==> config.mk <==
export PLATFORM = sky130hd
export DESIGN_NAME = macro_event_playback_sequencer_flat
export DESIGN_NICKNAME = d
export VERILOG_FILES = /design/src/mseq_pkg.sv /design/src/mseq_in_if.sv /design/src/mseq_out_if.sv /design/src/mseq_ram.sv /design/src/macro_event_playback_sequencer.sv /design/src/flat_wrapper.sv
export SDC_FILE = /design/constraint.sdc
export NUM_CORES = 2
export LEC_CHECK = 0
export ABC_CLOCK_PERIOD_IN_PS = 11700
export BUFFER_PORTS_ARGS = -buffer_cell sky130_fd_sc_hd__buf_2
export CELL_PAD_IN_SITES_DETAIL_PLACEMENT = 1
export CELL_PAD_IN_SITES_GLOBAL_PLACEMENT = 2
export CORE_ASPECT_RATIO = 2
export CORE_MARGIN = 10
export CORE_UTILIZATION = 54
export CTS_CLUSTER_SIZE = 40
export DETAILED_ROUTE_END_ITERATION = 7
export PLACE_DENSITY_LB_ADDON = 0.08
export SETUP_SLACK_MARGIN = 0.2
export SLEW_MARGIN = 20
export SYNTH_ARGS = -nofsm -noshare
export SYNTH_HDL_FRONTEND = slang
export SYNTH_MEMORY_MAX_BITS = 65536
export SYNTH_SLANG_ARGS = --single-unit
==> constraint.sdc <==
create_clock -name clk -period 11.7 [get_ports clk]
set_input_delay 2.34 -clock clk [delete_from_list [all_inputs] [get_ports clk]]
set_output_delay 2.34 -clock clk [all_outputs]
set_load 0.02 [all_outputs]
==> src/mseq_pkg.sv <==
// Package for the macro event playback sequencer: default sizes, type and mode codes,
// channel item layouts and the controller state type.
// No dependencies.
package mseq_pkg;

  localparam int MAX_MACROS = 8;
  localparam int MAX_LENGTH = 32;
  localparam int CODE_BITS  = 16;

  localparam int TYPE_W = 3;

  localparam logic [TYPE_W-1:0] TYPE_KEY       = 3'd0;
  localparam logic [TYPE_W-1:0] TYPE_MOUSE     = 3'd1;
  localparam logic [TYPE_W-1:0] TYPE_AUTOMOUSE = 3'd2;
  localparam logic [TYPE_W-1:0] TYPE_WHEEL     = 3'd3;
  localparam logic [TYPE_W-1:0] TYPE_CONSUMER  = 3'd4;
  localparam logic [TYPE_W-1:0] TYPE_SYSTEM    = 3'd5;

  typedef enum logic [1:0] {
    MODE_LOAD    = 2'd0,
    MODE_LENGTH  = 2'd1,
    MODE_TRIGGER = 2'd2,
    MODE_TICK    = 2'd3
  } mode_t;

  typedef enum logic [1:0] {
    ST_CLEAR,
    ST_IDLE,
    ST_EXEC
  } state_t;

  typedef struct packed {
    mode_t             mode;
    logic [2:0]        slot;
    logic [4:0]        position;
    logic [TYPE_W-1:0] event_type;
    logic [15:0]       event_code;
    logic [4:0]        length;
    logic              keyboard_idle;
    logic              nkro_idle;
    logic              mouse_idle;
    logic              extrakey_idle;
  } in_item_t;

  typedef struct packed {
    logic              send_valid;
    logic [TYPE_W-1:0] send_type;
    logic [15:0]       send_code;
    logic              send_pressed;
    logic              playing;
    logic              rejected;
  } out_item_t;

endpackage

==> src/mseq_in_if.sv <==
// Request channel of the playback sequencer: valid, ready and one request item.
// Depends on mseq_pkg.
interface mseq_in_if;
  logic               valid;
  logic               ready;
  mseq_pkg::in_item_t data;

  modport source(output valid, output data, input ready);
  modport sink(input valid, input data, output ready);
endinterface

==> src/mseq_out_if.sv <==
// Result channel of the playback sequencer: valid, ready and one result item.
// Depends on mseq_pkg.
interface mseq_out_if;
  logic                valid;
  logic                ready;
  mseq_pkg::out_item_t data;

  modport source(output valid, output data, input ready);
  modport sink(input valid, input data, output ready);
endinterface

==> src/mseq_ram.sv <==
// Generic single-write, single-read RAM with registered read data.
// No dependencies.
module mseq_ram #(
  parameter int WIDTH = 8,
  parameter int DEPTH = 16
) (
  input  logic                                    clk,
  input  logic                                    we,
  input  logic [(DEPTH > 1 ? $clog2(DEPTH) : 1)-1:0] waddr,
  input  logic [WIDTH-1:0]                        wdata,
  input  logic                                    re,
  input  logic [(DEPTH > 1 ? $clog2(DEPTH) : 1)-1:0] raddr,
  output logic [WIDTH-1:0]                        rdata
);

  logic [WIDTH-1:0] mem [DEPTH];

  always_ff @(posedge clk) begin
    if (we) begin
      mem[waddr] <= wdata;
    end
    if (re) begin
      rdata <= mem[raddr];
    end
  end

endmodule

==> src/macro_event_playback_sequencer.sv <==
// Macro event playback sequencer: event and length stores in RAM, playback controller.
// Depends on mseq_pkg, mseq_in_if, mseq_out_if and mseq_ram.
//
//   channel  role    item          transfer
//   req      sink    in_item_t     valid & ready: load, set length, trigger or tick
//   rsp      source  out_item_t    valid & ready: one result per request
//
// Each request is accepted in the idle state, which writes the stores or issues the
// event and length reads; the execute state then forms the result from the registered RAM data.
// No new request is taken until the current one has left the execute state.
// After reset a clearing pass walks all MAX_MACROS * MAX_LENGTH event addresses
// (256 by default) and zeroes both stores, while req.ready stays low.
// A result waiting in the output register stalls the controller only in its execute state.
module macro_event_playback_sequencer #(
  parameter int MAX_MACROS = mseq_pkg::MAX_MACROS,
  parameter int MAX_LENGTH = mseq_pkg::MAX_LENGTH,
  parameter int CODE_BITS  = mseq_pkg::CODE_BITS
) (
  input logic        clk,
  input logic        rst,
  mseq_in_if.sink    req,
  mseq_out_if.source rsp
);

  localparam int EV_DEPTH = MAX_MACROS * MAX_LENGTH;
  localparam int EV_AW    = EV_DEPTH > 1 ? $clog2(EV_DEPTH) : 1;
  localparam int EV_W     = mseq_pkg::TYPE_W + CODE_BITS;
  localparam int LEN_AW   = MAX_MACROS > 1 ? $clog2(MAX_MACROS) : 1;
  localparam int CLR_W    = $clog2(EV_DEPTH + 1);

  localparam logic [1:0] PH_PRESS   = 2'd0;
  localparam logic [1:0] PH_RELEASE = 2'd1;
  localparam logic [1:0] PH_ADVANCE = 2'd2;

  mseq_pkg::state_t    state, state_next;
  logic [CLR_W-1:0]    clr_cnt;
  logic                active, active_next;
  logic [2:0]          cur_slot;
  logic [4:0]          play_pos, play_pos_next;
  logic [1:0]          phase, phase_next;
  mseq_pkg::in_item_t  op_item;
  logic                op_reject;
  logic                out_valid;
  mseq_pkg::out_item_t out_data;
  mseq_pkg::out_item_t res;

  logic              acc;
  logic              slot_ok, pos_ok, len_bad;
  logic              out_free, exec_done, clearing;
  logic              ev_we, len_we, rd_en;
  logic [EV_AW-1:0]  ev_waddr, ev_raddr;
  logic [EV_W-1:0]   ev_wdata, ev_rd;
  logic [LEN_AW-1:0] len_waddr;
  logic [4:0]        len_wdata, len_rd;
  logic [mseq_pkg::TYPE_W-1:0] ev_type;
  logic [CODE_BITS-1:0]        ev_code;
  logic              chan_ok;

  assign acc       = req.valid & req.ready;
  assign slot_ok   = 32'(req.data.slot) < 32'(MAX_MACROS);
  assign pos_ok    = 32'(req.data.position) < 32'(MAX_LENGTH);
  assign len_bad   = 32'(req.data.length) > 32'(MAX_LENGTH - 2);
  assign out_free  = !out_valid || rsp.ready;
  assign clearing  = (state == mseq_pkg::ST_CLEAR);
  assign exec_done = (state == mseq_pkg::ST_EXEC) && out_free;

  // next state
  always_comb begin
    state_next = state;
    unique case (state)
      mseq_pkg::ST_CLEAR: begin
        if (clr_cnt == CLR_W'(EV_DEPTH - 1)) state_next = mseq_pkg::ST_IDLE;
      end
      mseq_pkg::ST_IDLE: begin
        if (acc) state_next = mseq_pkg::ST_EXEC;
      end
      mseq_pkg::ST_EXEC: begin
        if (out_free) state_next = mseq_pkg::ST_IDLE;
      end
      default: state_next = mseq_pkg::ST_IDLE;
    endcase
  end

  // store accesses; the clearing pass owns the write ports
  always_comb begin
    req.ready = (state == mseq_pkg::ST_IDLE);
    ev_we     = clearing ||
                (acc && req.data.mode == mseq_pkg::MODE_LOAD && slot_ok && pos_ok);
    ev_waddr  = clearing ? EV_AW'(clr_cnt)
                         : EV_AW'(32'(req.data.slot) * 32'(MAX_LENGTH)
                                  + 32'(req.data.position));
    ev_wdata  = clearing ? '0 : {req.data.event_type, CODE_BITS'(req.data.event_code)};
    len_we    = (clearing && 32'(clr_cnt) < 32'(MAX_MACROS)) ||
                (acc && req.data.mode == mseq_pkg::MODE_LENGTH && slot_ok && !len_bad);
    len_waddr = clearing ? LEN_AW'(clr_cnt) : LEN_AW'(req.data.slot);
    len_wdata = clearing ? 5'd0 : req.data.length;
    rd_en     = acc && req.data.mode == mseq_pkg::MODE_TICK;
    ev_raddr  = EV_AW'(32'(cur_slot) * 32'(MAX_LENGTH) + 32'(play_pos));
  end

  mseq_ram #(.WIDTH(EV_W), .DEPTH(EV_DEPTH)) u_event_ram (
    .clk   (clk),
    .we    (ev_we),
    .waddr (ev_waddr),
    .wdata (ev_wdata),
    .re    (rd_en),
    .raddr (ev_raddr),
    .rdata (ev_rd)
  );

  mseq_ram #(.WIDTH(5), .DEPTH(MAX_MACROS)) u_length_ram (
    .clk   (clk),
    .we    (len_we),
    .waddr (len_waddr),
    .wdata (len_wdata),
    .re    (rd_en),
    .raddr (LEN_AW'(cur_slot)),
    .rdata (len_rd)
  );

  assign ev_type = ev_rd[CODE_BITS +: mseq_pkg::TYPE_W];
  assign ev_code = ev_rd[CODE_BITS-1:0];

  always_comb begin
    unique case (ev_type)
      mseq_pkg::TYPE_KEY:        chan_ok = op_item.keyboard_idle && op_item.nkro_idle;
      mseq_pkg::TYPE_MOUSE,
      mseq_pkg::TYPE_AUTOMOUSE,
      mseq_pkg::TYPE_WHEEL:      chan_ok = op_item.mouse_idle;
      mseq_pkg::TYPE_CONSUMER,
      mseq_pkg::TYPE_SYSTEM:     chan_ok = op_item.extrakey_idle;
      default:                   chan_ok = 1'b1;
    endcase
  end

  // tick step and result
  always_comb begin
    res           = '0;
    active_next   = active;
    play_pos_next = play_pos;
    phase_next    = phase;
    if (op_item.mode == mseq_pkg::MODE_TICK && active) begin
      if (32'(play_pos) >= 32'(MAX_LENGTH)) begin
        active_next = 1'b0;
      end else if (phase == PH_PRESS || phase == PH_RELEASE) begin
        if (chan_ok) begin
          // unknown types pass silently
          if (ev_type <= mseq_pkg::TYPE_SYSTEM) begin
            res.send_valid   = 1'b1;
            res.send_type    = ev_type;
            res.send_code    = 16'(ev_code);
            res.send_pressed = (phase == PH_PRESS) || (ev_type == mseq_pkg::TYPE_SYSTEM);
          end
          phase_next = phase + 2'd1;
        end
      end else begin
        phase_next    = PH_PRESS;
        play_pos_next = play_pos + 5'd1;
        if ({1'b0, play_pos} + 6'd1 >= {1'b0, len_rd}) active_next = 1'b0;
      end
    end
    res.rejected = op_reject;
    res.playing  = active_next;
  end

  always_ff @(posedge clk) begin
    if (rst) begin
      state     <= mseq_pkg::ST_CLEAR;
      clr_cnt   <= '0;
      active    <= 1'b0;
      cur_slot  <= '0;
      play_pos  <= '0;
      phase     <= PH_PRESS;
      op_reject <= 1'b0;
      out_valid <= 1'b0;
    end else begin
      state <= state_next;
      if (clearing) clr_cnt <= clr_cnt + CLR_W'(1);
      if (acc) begin
        op_reject <= req.data.mode == mseq_pkg::MODE_LENGTH && slot_ok && len_bad;
        if (req.data.mode == mseq_pkg::MODE_TRIGGER && slot_ok) begin
          cur_slot <= req.data.slot;
          play_pos <= '0;
          phase    <= PH_PRESS;
          active   <= 1'b1;
        end
      end
      if (exec_done) begin
        active    <= active_next;
        play_pos  <= play_pos_next;
        phase     <= phase_next;
        out_valid <= 1'b1;
      end else if (rsp.ready) begin
        out_valid <= 1'b0;
      end
    end
  end

  always_ff @(posedge clk) begin
    if (acc) op_item <= req.data;
    if (exec_done) out_data <= res;
  end

  assign rsp.valid = out_valid;
  assign rsp.data  = out_data;

`ifndef ASSERT_OFF
  a_accept_exec: assert property (@(posedge clk) disable iff (rst)
    (req.valid && req.ready) |=> (state == mseq_pkg::ST_EXEC))
    else $error("accepted request did not enter execute");

  a_pos_bound: assert property (@(posedge clk) disable iff (rst)
    active |-> (32'(play_pos) < 32'(MAX_LENGTH)))
    else $error("play position beyond slot storage while playing");

  a_phase_legal: assert property (@(posedge clk) disable iff (rst)
    (phase == PH_PRESS || phase == PH_RELEASE || phase == PH_ADVANCE))
    else $error("illegal playback phase");

  a_reject_mode: assert property (@(posedge clk) disable iff (rst)
    ((state == mseq_pkg::ST_EXEC) && op_reject) |-> (op_item.mode == mseq_pkg::MODE_LENGTH))
    else $error("reject flagged on a request other than set length");

  a_emit_active: assert property (@(posedge clk) disable iff (rst)
    (exec_done && res.send_valid) |-> (active && op_item.mode == mseq_pkg::MODE_TICK))
    else $error("event emitted outside an active tick");
`endif

endmodule

==> src/flat_wrapper.sv <==
// flat-port wrapper written by rule: the top's interface ports become plain ports
module macro_event_playback_sequencer_flat 
#(
  parameter int MAX_MACROS = mseq_pkg::MAX_MACROS,
  parameter int MAX_LENGTH = mseq_pkg::MAX_LENGTH,
  parameter int CODE_BITS  = mseq_pkg::CODE_BITS
)
  (clk, rst, req_valid, req_data, req_ready, rsp_valid, rsp_data, rsp_ready);
  mseq_in_if req_i ();
  mseq_out_if rsp_i ();
  input logic clk;
  input logic rst;
  input wire logic [$bits(req_i.valid)-1:0] req_valid;
  input wire logic [$bits(req_i.data)-1:0] req_data;
  output wire logic [$bits(req_i.ready)-1:0] req_ready;
  output wire logic [$bits(rsp_i.valid)-1:0] rsp_valid;
  output wire logic [$bits(rsp_i.data)-1:0] rsp_data;
  input wire logic [$bits(rsp_i.ready)-1:0] rsp_ready;
  assign req_i.valid = req_valid;
  assign req_i.data = req_data;
  assign req_ready = req_i.ready;
  assign rsp_valid = rsp_i.valid;
  assign rsp_data = rsp_i.data;
  assign rsp_i.ready = rsp_ready;
  macro_event_playback_sequencer #(.MAX_MACROS(MAX_MACROS), .MAX_LENGTH(MAX_LENGTH), .CODE_BITS(CODE_BITS)) u_core (.clk(clk), .rst(rst), .req(req_i), .rsp(rsp_i));
endmodule
# After elaboration in Yosys (flattened, before gate mapping)
# Memory sizes are Yosys's and may differ from the RTL's. A register that Yosys moved wholly into a read port is not among the register bits.
# Index checks and enable logic that the tools add are counted.
# op_classes
muxes,33
reduce_logical,32
addsub,6
eq_ne,19
bitwise_logic,1
multipliers,0
n_div,0
n_lt_le_gt_ge,4
shifts,0
# ops
operator,n
$mux W5,6
$mux W21,1
$mux W19,1
$mux W2,9
$add A8 B5 Y8,2
$mux W1,12
$reduce_and A4 Y1,3
$add A9 B1 Y9 const B,1
$eq A9 B8 Y1 const B,1
$logic_and A1 B1 Y1,9
$lt A9 B4 Y1 const B,1
$eq A2 B2 Y1 const B,4
$mux W8,1
$ne A2 B2 Y1 const B,4
$add A5 B1 Y6 const B,1
$eq A2 B1 Y1 const B,3
$eq A3 B2 Y1 const B,2
$eq A3 B3 Y1 const B,2
$ge A6 B5 Y1,1
$logic_not A2 Y1,3
$pmux W2 S3,1
$reduce_and A3 Y1,2
$reduce_bool A2 Y1,3
$add A5 B1 Y5 const B,1
other kinds (15),21
# word_totals
mem_bits_ro,0
output_inout_bits,25
reg_bits,53
n_memories,2
mem_bits_rw,4904
in_bits,42
word_cells,116
latchBits,0
# memory_table
memory,words,word_bits,rd,rd_ports_with_merged_regs,wr,line,text
u_core.u_event_ram.mem,256,19,1,1,1,mseq_ram.sv:16,logic [WIDTH-1:0] mem [DEPTH];
u_core.u_length_ram.mem,8,5,1,1,1,mseq_ram.sv:16,

# Longest topological paths before layout
# depth
ltp_word,7
depth_mapped,13
ltp_nobuf,9

# By module
# Synthesis repeated with hierarchy kept, for this count alone.
# hier_totals
cells_unflattened,9048
hier_area_um2,193005.1
# by_module_without_submodules
mod,cells_per_inst,area_each_um2,instances
mseq_ram at u_core.u_event_ram,8709,188648.4,1
macro_event_playback_sequencer,264,2612.5,1
mseq_ram at u_core.u_length_ram,75,1744.2,1

# Least setup slack after synthesis
# OpenSTA, ideal clock, no wires.
# synth_path
path_type,input-to-reg
start,input req_data[9]
end,memory u_core.u_event_ram.mem[0][0] in the netlist's numbering (data pin)
path_slack_ns,5.246
setup_time_ns,0.870
t_arrival_ns,5.584
required_time_ns,10.830
n_path_buf,0
path_stages,1
cell_sequence,and2_1
# synth_via
elab_chain_cells,1
# synth_lines
item,line,text
"start, declared",flat_wrapper.sv:14,input wire logic [$bits(req_i.data)-1:0] req_data;
$mux W19,macro_event_playback_sequencer.sv:92,"ev_wdata = clearing ? '0 : {req.data.event_type, CODE_BITS'(req.data.event_code)};"
"end, declared",mseq_ram.sv:16,
# No other way between the ends.

# Worst setup path in the final report
# layout_path
start,register u_core.play_pos[1]
end,register u_core.u_event_ram.rdata[17] (read register of u_core.u_event_ram.mem) (data pin)
# layout_via
elab_chain_cells,1
# layout_lines
item,line,text
"start, declared",macro_event_playback_sequencer.sv:39,"logic [4:0] play_pos, play_pos_next;"
"start signal, assigned",macro_event_playback_sequencer.sv:190,play_pos <= play_pos_next;
$add A8 B5 Y8,macro_event_playback_sequencer.sv:98,ev_raddr = EV_AW'(32'(cur_slot) * 32'(MAX_LENGTH) + 32'(play_pos));
"end, declared",mseq_ram.sv:13,output logic [WIDTH-1:0] rdata
# No other way between the ends.
# A chain may end at the register's enable or synchronous reset.

==> run_results.csv <==
group,metric,value,unit
synthesis,synth-edff-count,4957,
clock_tree,cts_hold_buffers,0,
finish,fillers,29220,
synthesis,syn_nets,9423,
worst_setup_path,crit_type,"flop to flop",
clock_tree,cts_root_buf,"clkbuf_16",
global_routing,grt_first_pass_wirelength,879.6,mm
finish,final_net_count,9675,
global_routing,grt_max_degree,145,
clock_tree,cts_tree,"built",
power_and_ir_drop,p_comb_share,0.6,%
floorplan,dieArea,381600,sq um
floorplan,die_h,863.7,um
power_and_ir_drop,irDropWorstVdd,166.8,uV
clock_tree,cts_sinks,4981,
global_routing,gr-total-overflow,0,
finish,final_cell_mix,"edfxtp_1, mux4_2, mux2i_1",
clock_tree,clock_latency,1010,ps
floorplan,coreArea,354100,sq um
global_routing,antenna_found_initial,59,
placement,dp_hpwl,426.7,mm
route,first_pass_iters,6,
worst_setup_path,cp-start-kind,"flop",
synthesis,synth_largest_area_cell,"edfxtp_1",
placement,preCtsSetupSlack,5317,ps
sta,setup_ws,5530,ps
power_and_ir_drop,clkPwrFrac,42.5,%
placement,numPortBuffers,66,
clock_tree,cts_buffers,420,
sta,setup_violations,0,
synthesis,synthCells,9373,
synthesis,ys_seq_area_share,77.69,%
sta,worst_pin_slew,1393,ps
finish,drive_gt1_share,23.73,%
route,via_count,99670,
power_and_ir_drop,p_leak,66.44,nW
outcome,status,"finished clean",
worst_setup_path,cp_max_fo,89,
synthesis,yosysTopAreaCellShare,77.44,%
synthesis,ys_warn_count,0,
route,wl_per_cell,44.22,um
clock_tree,clk_pin_slew,70,ps
worst_setup_path,worstPathArrival,6980,ps
synthesis,yosysUniqueCellTypes,76,
sta,skew,55.26,ps
sta,min_period,6170,ps
sta,rsz0062_at_grt,"no",
finish,layout_commonest_cell,"edfxtp_1",
sta,hold_viol_final,0,
clock_tree,h-tree-depth,5,
clock_tree,post_cts_buffers,0,
sta,holdWs,477.0,ps
synthesis,avgSynthCellArea,20.51,sq um
power_and_ir_drop,p_switching,6.664,mW
placement,gp_congestion,1.062,
sta,maxSlewHeadroom,7.146,%
hold_path,hp-class,"flop to flop",
global_routing,grt_usage,33.55,%
synthesis,async_flop_share,0,%
floorplan,rows,309,
floorplan,start_util,54.27,%
synthesis,synth_ff_type,"edfxtp_1",
power_and_ir_drop,seq_power_share,56.9,%
route,vias_per_cell,6.790,
power_and_ir_drop,cellPowerDensity,158.6,nW/um^2
synthesis,synth.area.top_cells,"edfxtp_1, mux4_2, mux2i_1, o221ai_1, nor2_1",
finish,syn_to_final_growth,11.56,%
route,ant_nets,0,
sta,fin_setup_tns,0,ps
synthesis,syn_area,192200,sq um
clock_tree,cts_buffer_depth,4,
sta,drv_slew,0,
synthesis,ys_ff_latch,4981,
power_and_ir_drop,swShare,19.59,%
worst_setup_path,worst_ep_required_time,12510,ps
worst_setup_path,r2r_slack,5530,ps
power_and_ir_drop,p_int,27.35,mW
sta,post-route-period-util,52.74,%
route,first_iter_violations,12290,
floorplan,die_x,441.9,um
route,wl,649.0,mm
sta,max_freq,162.1,MHz
worst_setup_path,cp-end-kind,"flop",
global_routing,grt_pass1_vias,103400,
run,drv_cap,0,
clock_tree,post_cts_resized,0,
floorplan,ioPinCount,67,
route,drc,0,
[sequential cells by signal (all words and copies together), names as in the netlist]
register and cells:
u_core.u_event_ram.mem 4864, u_core.u_length_ram.mem 40, u_core.rsp.data 23, u_core.u_event_ram.rdata 19, u_core.clr_cnt 9, u_core.op_item 6, u_core.play_pos 5, u_core.u_length_ram.rdata 5
u_core.cur_slot 3, u_core.phase 2, u_core.state 2, u_core.active 1, u_core.op_reject 1, u_core.rsp.valid 1
[cell families after synthesis]
kind of cell / count (synthesis) / share of synthesized area, %
DFF: 4981 / 77.69
buffers and inverters: 582 / 1.572
muxes: 1634 / 13.98
AOI/OAI and AO/OA: 974 / 3.698
and+or+nand+nor: 1185 / 2.964
adders and majority gates: 8 / 0.05208
xor gates and xnor gates: 9 / 0.04101
[routing by layer]
layer | routed length, um | part of all wire (%) | global-route usage (%)
met1 | 209700 | 32 | 37.10
met2 | 326100 | 50 | 56.39
met3 | 42540 | 6.6 | 4.983
met4 | 70590 | 11 | 29.78
met5 | 77 | 0.012 | 0
[per-stage QoR]
step / std cells / instance area, sq um / utilization (%) / total power, mW
2_1_floorplan: 9373 / 192200 / - / 19.80
3_3_place_gp: 13840 / 199100 / 56.22 / 19.93
3_5_place_dp: 13870 / 199700 / 56.38 / 19.93
4_1_cts: 14620 / 213500 / 60.29 / 34.11
5_1_grt: 14660 / 214400 / 60.54 / 34.78
6_report: 14680 / 214400 / 60.55 / 34.01
[final timing paths]
path | from | end | depth (start not counted)
setup reg to reg | u_core.play_pos[1] | u_core.u_event_ram.rdata[17] | 9
hold reg to reg | u_core.op_reject | u_core.rsp.data[0] | 0
hold / removal | u_core.op_reject | u_core.rsp.data[0] | 0
setup / recovery | u_core.play_pos[1] | u_core.u_event_ram.rdata[17] | 9
[worst max-delay path, cell delays in order, from the launching register on]
cell and delay, ps:
dfxtp_4 730, buf_4 760, buf_12 530, buf_4 620
mux4_2 310, a2111oi_0 110, or4_1 950, a2111oi_2 840
o211ai_1 510, nor4_2 360
[layout make-up]
type	count	area [sq um]	area share [%]
tap	4665	5837	2.722
inverter	22	90.09	0.04201
sequential	4981	149400	69.65
timing repair buffer	390	3153	1.470
clock inverter	271	2893	1.349
multi-input combinational	3810	42030	19.60
antenna	52	130.1	0.06068
clock buffer	488	10940	5.104
[synth_stat cells (47+ instances only)]
master / number
o221ai_1: 229
buf_4: 102
nor3_1: 233
mux2_2: 71
o21ai_0: 47
mux4_2: 833
edfxtp_1: 4957
clkbuf_1: 236
nor4_1: 125
a22oi_1: 137
nor2_1: 473
and2_1: 52
buf_2: 141
nand2_1: 134
o22ai_1: 92
a21oi_1: 202
mux2i_1: 730
[power groups by stage]
stage                     combinational (mW)  sequential, mW  clock [mW]
after floorplan                       0.0626            19.7           0
final                                  0.201            19.3        14.5
after detailed placement               0.192            19.7           0
after CTS                              0.193            19.3        14.6
after global routing                   0.199            19.3        15.2
after global placement                 0.188            19.7           0
Power figures use the tool's default switching activity.
